[config.mk]
export PLATFORM = sky130hd
export DESIGN_NAME = local_interrupt_controller_timer_flat
export DESIGN_NICKNAME = d
export VERILOG_FILES = /design/src/rtl/core/lict_pkg.sv /design/src/rtl/core/lict_if.sv /design/src/rtl/core/lict_regs.sv /design/src/rtl/core/local_interrupt_controller_timer.sv /design/src/flat_wrapper.sv
export SDC_FILE = /design/constraint.sdc
export NUM_CORES = 1
export LEC_CHECK = 0
export BUFFER_PORTS_ARGS = -buffer_cell sky130_fd_sc_hd__buf_2
export CORE_UTILIZATION = 50
export DETAILED_ROUTE_END_ITERATION = 6
export HOLD_SLACK_MARGIN = 0.02
export MAX_ROUTING_LAYER = met4
export PLACE_DENSITY = 0.76
export SLEW_MARGIN = 0
export SYNTH_ARGS = -nofsm -noshare
export SYNTH_HDL_FRONTEND = slang
export SYNTH_SLANG_ARGS = --single-unit
[constraint.sdc]
create_clock -name clock -period 2.76 [get_ports clock]
set_input_delay 0.414 -clock clock [delete_from_list [all_inputs] [get_ports clock]]
set_output_delay 0.414 -clock clock [all_outputs]
set_load 0.02 [all_outputs]
[src/rtl/core/lict_pkg.sv]
// Package for the local interrupt controller timer.
// Holds register offsets, function codes, field widths and the transaction structs.
// No dependencies; compiled first.
package lict_pkg;

   // Field widths
   localparam int FUNC_W   = 2;
   localparam int OFFSET_W = 10;
   localparam int DATA_W   = 32;
   localparam int VECTOR_W = 8;
   localparam int DIVCODE_W = 4;
   localparam int PRESCALE_W = 7;
   localparam int DIVISOR_W  = PRESCALE_W + 1;

   // Function codes carried by a request transaction
   localparam logic [FUNC_W-1:0] FUNC_TICK  = 2'd0;
   localparam logic [FUNC_W-1:0] FUNC_WRITE = 2'd1;
   localparam logic [FUNC_W-1:0] FUNC_READ  = 2'd2;

   // Register byte offsets
   localparam logic [OFFSET_W-1:0] REG_LVT_TIMER = 10'h320;
   localparam logic [OFFSET_W-1:0] REG_INITIAL   = 10'h380;
   localparam logic [OFFSET_W-1:0] REG_CURRENT   = 10'h390;
   localparam logic [OFFSET_W-1:0] REG_DIVIDE    = 10'h3E0;

   // Register bit positions
   localparam int LVT_MASK_BIT     = 16;
   localparam int LVT_PERIODIC_BIT = 17;
   localparam logic [DIVCODE_W-1:0] DIV_KEEP_MASK = 4'hB;

   typedef struct packed {
      logic [FUNC_W-1:0]   func;
      logic [OFFSET_W-1:0] reg_offset;
      logic [DATA_W-1:0]   write_data;
   } lict_cmd_type;

   typedef struct packed {
      logic [DATA_W-1:0]   read_data;
      logic                irq_fire;
      logic [VECTOR_W-1:0] irq_vector;
   } lict_rsp_type;

   // Divisor for a divide configuration code: 2^((v+1) mod 8),
   // v = {bit3, bit1, bit0}
   function automatic logic [DIVISOR_W-1:0] divisor_of(input logic [DIVCODE_W-1:0] code);
      logic [2:0] v;
      logic [2:0] sh;
      v  = {code[3], code[1:0]};
      sh = v + 3'd1;
      return DIVISOR_W'(1) << sh;
   endfunction

endpackage

[src/rtl/core/lict_if.sv]
// Handshake interfaces for the local interrupt controller timer.
// Request and response channels with valid/ready; depends on lict_pkg.
interface lict_req_if;
   logic                          valid;
   logic                          ready;
   logic [lict_pkg::FUNC_W-1:0]   func;
   logic [lict_pkg::OFFSET_W-1:0] reg_offset;
   logic [lict_pkg::DATA_W-1:0]   write_data;

   modport source (output valid, output func, output reg_offset, output write_data,
                   input ready);
   modport sink   (input valid, input func, input reg_offset, input write_data,
                   output ready);
endinterface

interface lict_rsp_if;
   logic                          valid;
   logic                          ready;
   logic [lict_pkg::DATA_W-1:0]   read_data;
   logic                          irq_fire;
   logic [lict_pkg::VECTOR_W-1:0] irq_vector;

   modport source (output valid, output read_data, output irq_fire, output irq_vector,
                   input ready);
   modport sink   (input valid, input read_data, input irq_fire, input irq_vector,
                   output ready);
endinterface

[src/rtl/core/lict_regs.sv]
// Register file and countdown logic of the timer.
// Updates state on each accepted transaction and forms its result; uses lict_pkg.
module lict_regs (
   input  logic                   clock,
   input  logic                   reset,
   input  logic                   cmd_valid,
   input  lict_pkg::lict_cmd_type cmd,
   output lict_pkg::lict_rsp_type rsp
);
   import lict_pkg::*;

   logic [VECTOR_W-1:0]    lvt_vector_ff, lvt_vector_in;
   logic                   lvt_masked_ff, lvt_masked_in;
   logic                   lvt_periodic_ff, lvt_periodic_in;
   logic [DIVCODE_W-1:0]   divide_code_ff, divide_code_in;
   logic [DATA_W-1:0]      initial_count_ff, initial_count_in;
   logic [DATA_W-1:0]      current_count_ff, current_count_in;
   logic [PRESCALE_W-1:0]  prescale_ff, prescale_in;

   logic [DIVISOR_W-1:0]   divisor;
   logic [DIVISOR_W-1:0]   prescale_next;
   logic [DATA_W-1:0]      count_dec;

   assign divisor       = divisor_of(divide_code_ff);
   assign prescale_next = {1'b0, prescale_ff} + DIVISOR_W'(1);
   assign count_dec     = current_count_ff - DATA_W'(1);

   // Next state and result for one transaction
   always_comb begin
      lvt_vector_in    = lvt_vector_ff;
      lvt_masked_in    = lvt_masked_ff;
      lvt_periodic_in  = lvt_periodic_ff;
      divide_code_in   = divide_code_ff;
      initial_count_in = initial_count_ff;
      current_count_in = current_count_ff;
      prescale_in      = prescale_ff;
      rsp              = '0;

      case (cmd.func)
         FUNC_TICK: begin
            // stopped timer holds everything
            if (current_count_ff != '0) begin
               if (prescale_next >= divisor) begin
                  prescale_in      = '0;
                  current_count_in = count_dec;
                  if (count_dec == '0) begin
                     rsp.irq_fire   = ~lvt_masked_ff;
                     rsp.irq_vector = lvt_masked_ff ? '0 : lvt_vector_ff;
                     if (lvt_periodic_ff) begin
                        current_count_in = initial_count_ff;
                     end
                  end
               end else begin
                  prescale_in = prescale_next[PRESCALE_W-1:0];
               end
            end
         end
         FUNC_WRITE: begin
            case (cmd.reg_offset)
               REG_LVT_TIMER: begin
                  lvt_vector_in   = cmd.write_data[VECTOR_W-1:0];
                  lvt_masked_in   = cmd.write_data[LVT_MASK_BIT];
                  lvt_periodic_in = cmd.write_data[LVT_PERIODIC_BIT];
               end
               REG_INITIAL: begin
                  initial_count_in = cmd.write_data;
                  current_count_in = cmd.write_data;
                  prescale_in      = '0;
               end
               REG_DIVIDE: begin
                  divide_code_in = cmd.write_data[DIVCODE_W-1:0] & DIV_KEEP_MASK;
               end
               default: begin
                  // current count is read-only; unlisted offsets ignored
               end
            endcase
         end
         FUNC_READ: begin
            case (cmd.reg_offset)
               REG_LVT_TIMER: begin
                  rsp.read_data[VECTOR_W-1:0]      = lvt_vector_ff;
                  rsp.read_data[LVT_MASK_BIT]      = lvt_masked_ff;
                  rsp.read_data[LVT_PERIODIC_BIT]  = lvt_periodic_ff;
               end
               REG_INITIAL: rsp.read_data = initial_count_ff;
               REG_CURRENT: rsp.read_data = current_count_ff;
               REG_DIVIDE:  rsp.read_data = DATA_W'(divide_code_ff);
               default:     rsp.read_data = '0;
            endcase
         end
         default: begin
            // unused function code: no effect, zero result
         end
      endcase
   end

   // State registers, updated only on an accepted transaction
   always_ff @(posedge clock) begin
      if (reset) begin
         lvt_vector_ff    <= '0;
         lvt_masked_ff    <= 1'b1;
         lvt_periodic_ff  <= 1'b0;
         divide_code_ff   <= '0;
         initial_count_ff <= '0;
         current_count_ff <= '0;
         prescale_ff      <= '0;
      end else if (cmd_valid) begin
         lvt_vector_ff    <= lvt_vector_in;
         lvt_masked_ff    <= lvt_masked_in;
         lvt_periodic_ff  <= lvt_periodic_in;
         divide_code_ff   <= divide_code_in;
         initial_count_ff <= initial_count_in;
         current_count_ff <= current_count_in;
         prescale_ff      <= prescale_in;
      end
   end

endmodule

[src/rtl/core/local_interrupt_controller_timer.sv]
// Top level of the local interrupt controller timer (x86 local APIC timer style).
// Depends on lict_pkg, lict_if.sv and lict_regs.
//
//   channel | dir | handshake    | payload
//   --------+-----+--------------+-------------------------------------
//   req_    | in  | valid/ready  | func, reg_offset, write_data
//   rsp_    | out | valid/ready  | read_data, irq_fire, irq_vector
//
// One transaction per cycle while the output register is empty or draining; the
// result is registered at acceptance. The single step is a prescaler compare and
// a 32-bit decrement, between the state registers and the output register.
// Request ready is high whenever the output register is empty or being drained.
// Synchronous reset empties the output register and restores register defaults.
module local_interrupt_controller_timer (
   input logic        clock,
   input logic        reset,
   lict_req_if.sink   req_port,
   lict_rsp_if.source rsp_port
);
   import lict_pkg::*;

   lict_cmd_type cmd;
   lict_rsp_type result;
   lict_rsp_type rsp_data_ff;
   logic         rsp_valid_ff, rsp_valid_in;
   logic         req_accept;

   // Request side
   assign req_port.ready = ~rsp_valid_ff | rsp_port.ready;
   assign req_accept     = req_port.valid & req_port.ready;
   assign cmd.func       = req_port.func;
   assign cmd.reg_offset = req_port.reg_offset;
   assign cmd.write_data = req_port.write_data;

   lict_regs u_regs (
      .clock     (clock),
      .reset     (reset),
      .cmd_valid (req_accept),
      .cmd       (cmd),
      .rsp       (result)
   );

   // Output register
   assign rsp_valid_in = req_accept | (rsp_valid_ff & ~rsp_port.ready);

   always_ff @(posedge clock) begin
      if (reset) begin
         rsp_valid_ff <= 1'b0;
      end else begin
         rsp_valid_ff <= rsp_valid_in;
      end
   end

   always_ff @(posedge clock) begin
      if (req_accept) begin
         rsp_data_ff <= result;
      end
   end

   assign rsp_port.valid      = rsp_valid_ff;
   assign rsp_port.read_data  = rsp_data_ff.read_data;
   assign rsp_port.irq_fire   = rsp_data_ff.irq_fire;
   assign rsp_port.irq_vector = rsp_data_ff.irq_vector;

   // Checks
   a_reset_empties: assert property (@(posedge clock)
      $past(reset) |-> !rsp_valid_ff)
      else $error("output register not empty after reset");

   a_fire_only_on_tick: assert property (@(posedge clock) disable iff (reset)
      req_accept && (cmd.func != FUNC_TICK) |=> !rsp_data_ff.irq_fire)
      else $error("interrupt raised by a non-tick transaction");

   a_read_data_only_on_read: assert property (@(posedge clock) disable iff (reset)
      req_accept && (cmd.func != FUNC_READ) |=> (rsp_data_ff.read_data == '0))
      else $error("read data nonzero for a non-read transaction");

   a_vector_needs_fire: assert property (@(posedge clock) disable iff (reset)
      rsp_valid_ff && !rsp_data_ff.irq_fire |-> (rsp_data_ff.irq_vector == '0))
      else $error("vector shown without interrupt");

endmodule
[src/flat_wrapper.sv]
// flat-port wrapper written by rule: the top's interface ports become plain ports
module local_interrupt_controller_timer_flat import lict_pkg::*;
  (clock, reset, req_port_valid, req_port_func, req_port_reg_offset, req_port_write_data, req_port_ready, rsp_port_valid, rsp_port_read_data, rsp_port_irq_fire, rsp_port_irq_vector, rsp_port_ready);
  lict_req_if req_port_i ();
  lict_rsp_if rsp_port_i ();
  input logic clock;
  input logic reset;
  input wire logic [$bits(req_port_i.valid)-1:0] req_port_valid;
  input wire logic [$bits(req_port_i.func)-1:0] req_port_func;
  input wire logic [$bits(req_port_i.reg_offset)-1:0] req_port_reg_offset;
  input wire logic [$bits(req_port_i.write_data)-1:0] req_port_write_data;
  output wire logic [$bits(req_port_i.ready)-1:0] req_port_ready;
  output wire logic [$bits(rsp_port_i.valid)-1:0] rsp_port_valid;
  output wire logic [$bits(rsp_port_i.read_data)-1:0] rsp_port_read_data;
  output wire logic [$bits(rsp_port_i.irq_fire)-1:0] rsp_port_irq_fire;
  output wire logic [$bits(rsp_port_i.irq_vector)-1:0] rsp_port_irq_vector;
  input wire logic [$bits(rsp_port_i.ready)-1:0] rsp_port_ready;
  assign req_port_i.valid = req_port_valid;
  assign req_port_i.func = req_port_func;
  assign req_port_i.reg_offset = req_port_reg_offset;
  assign req_port_i.write_data = req_port_write_data;
  assign req_port_ready = req_port_i.ready;
  assign rsp_port_valid = rsp_port_i.valid;
  assign rsp_port_read_data = rsp_port_i.read_data;
  assign rsp_port_irq_fire = rsp_port_i.irq_fire;
  assign rsp_port_irq_vector = rsp_port_i.irq_vector;
  assign rsp_port_i.ready = rsp_port_ready;
  local_interrupt_controller_timer u_core (.clock(clock), .reset(reset), .req_port(req_port_i), .rsp_port(rsp_port_i));
endmodule
==> results.txt <==
Vias in the first global route - 6165
Yosys warnings - 0
Post-synth EDFFs - 41
Final core occ - 70.5%
Clock Power Share - 53.7%
Register bit total from synthesis - 126
Netlist cell types - 63
Die X - 119 µm
Setup violators final - 33
Drt pass-1 iters - 7
Syn Std Cell Area - 6900 µm²
Cell area after layout - 9410 µm²
Initial antenna violation count - 0
Residual DRC - 0
Minimum clock period after layout - 2930 ps
Violated checks - negative setup slack
# hold bufs at CTS - 0
Min-Delay Path Class - in -> reg
Final Power - 4680 µW
Worst hold margin - 223 ps
Sequential-to-total area share from yosys stat - 42.5%
Status - finished, violations left
Initial Utilization - 51.7%
Worst-Margin Slew - 1060 ps
Clock sink total - 126
Switching share of power - 22.5%
Mapped Cells - 771
IR drop worst, VDD - 0.402 mV
GRT Util Overall - 28.7%
Fillers - 972
N_diodes - 0
FP Rows - 42
CTS tree - yes
Die H - 119 µm
Root Driver - clkbuf_16
1st-iter DRT viols - 545
Setup TNS - -2820 ps
# nets final - 984
Core Area - 13300 µm²
Total length of routed wires - 20500 µm
Max Slew Vio Count - 0
Flop pwr share - 41.5%
Routed len/inst - 18.4 µm
Final period util - 106%
Deepest clock path buffer count - 2
DP Area - 8140 µm²
Pint - 3630 µW
CTS Buf Count - 17
Top_reg_cell synth - dfxtp_1
Storage cell area - 2950 µm²
Setup ws final - -166 ps
RSZ-0062 raised after global routing - true
Worst setup path class - reg -> reg
Io pins - 91
Number of routed nets with antenna violations - 0
Fin. Hold Viols - 0
Clock latency on the worst-skew pair - 430 ps
Async SR Flop Fraction - 0%
Routability cong. - 0.913
PD cells - 497 nW/µm²
Clock transition at the registers of the reported paths - 60 ps
WP data arrival - 3240 ps
H-tree depth - 4
Gate power share - 4.7%
Fin Clk Skew - 11.1 ps
First-pass GRT wire length - 31300 µm
Crit end category - register
P_sw - 1050 µW
Post-DP HPWL - 12500 µm
Req. time, crit path - 3070 ps
Reg2Reg Setup Slack - -170 ps
Vias - 6557
Leakage - 0.00351 µW
Buffers on Ports - 90
Max Fanout on Critical Path - 16
Share of cells above drive strength 1 - 36.0%
Grt ovf - 0
Max Cap Viol - 0
Max_slew headroom - 29.6%
Largest net degree at the start of global routing - 49
Die Area - 14300 µm²
DR vias/cell - 5.89
Layout area overhead - 36.3%
Max Fclk - 342 MHz
Mean Syn Cell Area - 8.95 µm²
Multi-input logic area - 4110 µm²
Post-synth net total - 831
Setup crit start kind - register
kinds of logic after synthesis:
family / count (synthesis) / share of synthesized area (%)
AOI/OAI and AO/OA: 152 / 14.4
xor gates and xnor gates: 33 / 4.19
adders and majority gates: 12 / 2.18
buffers and inverters: 65 / 4.19
DFF: 126 / 42.5
muxes: 37 / 5.56
and+or+nand+nor: 346 / 27.0
critical path: stages, from the launching register on:
cell and delay (ps):
dfxtp_4 350, and3_4 170, and3_4 200, xor2_4 150, ha_4 290, buf_4 110, and3_4 170, a21oi_2 60
or3_4 350, or3_4 440, buf_12 180, a211oi_2 230, nor3_2 90
final cells by class:
cell class | count | area share [%]
multi-input cells | 580 | 43.7
flip-flops and latches | 126 | 31.3
repair buffers | 191 | 15.3
clock buffers | 17 | 4.52
clock inverters | 15 | 2.47
well taps | 176 | 2.34
inverters | 8 | 0.346
metal layers:
metal	vias to the layer above	share of wire [%]	routed length, µm	GRT usage, %
li1	3089	-	-	-
met1	3126	41	8470	35.9
met2	280	49	9940	44.8
met3	62	6.4	1310	6.84
met4	0	3.7	752	11.1
met5	-	0	0	-
repair_timing:
item | 4_1_cts | 5_1_grt
setup buffers | 5 | 4
resized for setup | 44 | 69
hold endpoints to repair | 0 | 0
gates cloned | 1 | 4
pin swaps | 11 | 31
endpoints found under the setup margin | 44 | 46
synthesized netlist by cell type, drive strengths merged, types with 13 or more instances:
cell type    n  share of area, %
a21oi       49               3.6
nand2      114               6.3
nor2        69               3.8
nand3b      40               4.4
nor4        16               1.9
xor2        20               2.5
dfxtp       85                25
mux2i       26               3.8
nor3        42               3.7
buf         21               1.8
o21ai       39               2.8
clkbuf      36               2.0
edfxtp      41                18
a211oi      33               4.2
xnor2       13               1.6
flip-flops by register name, summed over array words and instances (netlist names):
| name | flops |
|---|---|
| u_core.u_regs.lvt_vector_ff | 8 |
| u_core.u_regs.initial_count_ff | 32 |
| u_core.rsp_port.valid | 1 |
| u_core.u_regs.lvt_masked_ff | 1 |
| u_core.u_regs.prescale_ff | 7 |
| u_core.rsp_port.irq_fire | 1 |
| u_core.rsp_port.read_data | 32 |
| u_core.u_regs.lvt_periodic_ff | 1 |
| u_core.u_regs.current_count_ff | 32 |
| u_core.rsp_port.irq_vector | 8 |
| u_core.u_regs.divide_code_ff | 3 |
power groups by stage:
| stage | registers (µW) | logic (µW) | clock network (µW) |
|---|---|---|---|
| 4_1_cts | 1950 | 219 | 2520 |
| 3_5_place_dp | 1990 | 218 | 0 |
| 2_1_floorplan | 2030 | 76.4 | 0 |
| 6_report | 1940 | 222 | 2510 |
| 5_1_grt | 1950 | 236 | 2610 |
| 3_3_place_gp | 1990 | 218 | 0 |
cell usage in the layout, fill, tap and decap left out, drive strengths merged, types with 33 or more instances in the layout:
master / Yosys / layout
dfxtp: 85 / 85
a21oi: 49 / 49
nor2: 69 / 69
nor3: 42 / 42
edfxtp: 41 / 41
buf: 21 / 187
a211oi: 33 / 33
nand3b: 40 / 40
o21ai: 39 / 39
nand2: 114 / 114
through the flow:
step           worst slack, ps  cells
2_1_floorplan            0.344    771
3_3_place_gp             -45.8   1067
3_5_place_dp              -166   1067
4_1_cts                  -4.31   1105
5_1_grt                   -222   1113
6_report                  -166   1113
worst paths after layout:
check / from / endpoint / cells past startpoint
worst min-delay path: req_port_valid / u_core.rsp_port.valid / 3
worst min register to register: u_core.u_regs.lvt_vector_ff[6] / u_core.u_regs.lvt_vector_ff[6] / 2
worst max-delay path: u_core.u_regs.prescale_ff[1] / u_core.u_regs.current_count_ff[2] / 12
worst max register to register: u_core.u_regs.prescale_ff[1] / u_core.u_regs.current_count_ff[2] / 12
Power figures use the tool's default switching activity.
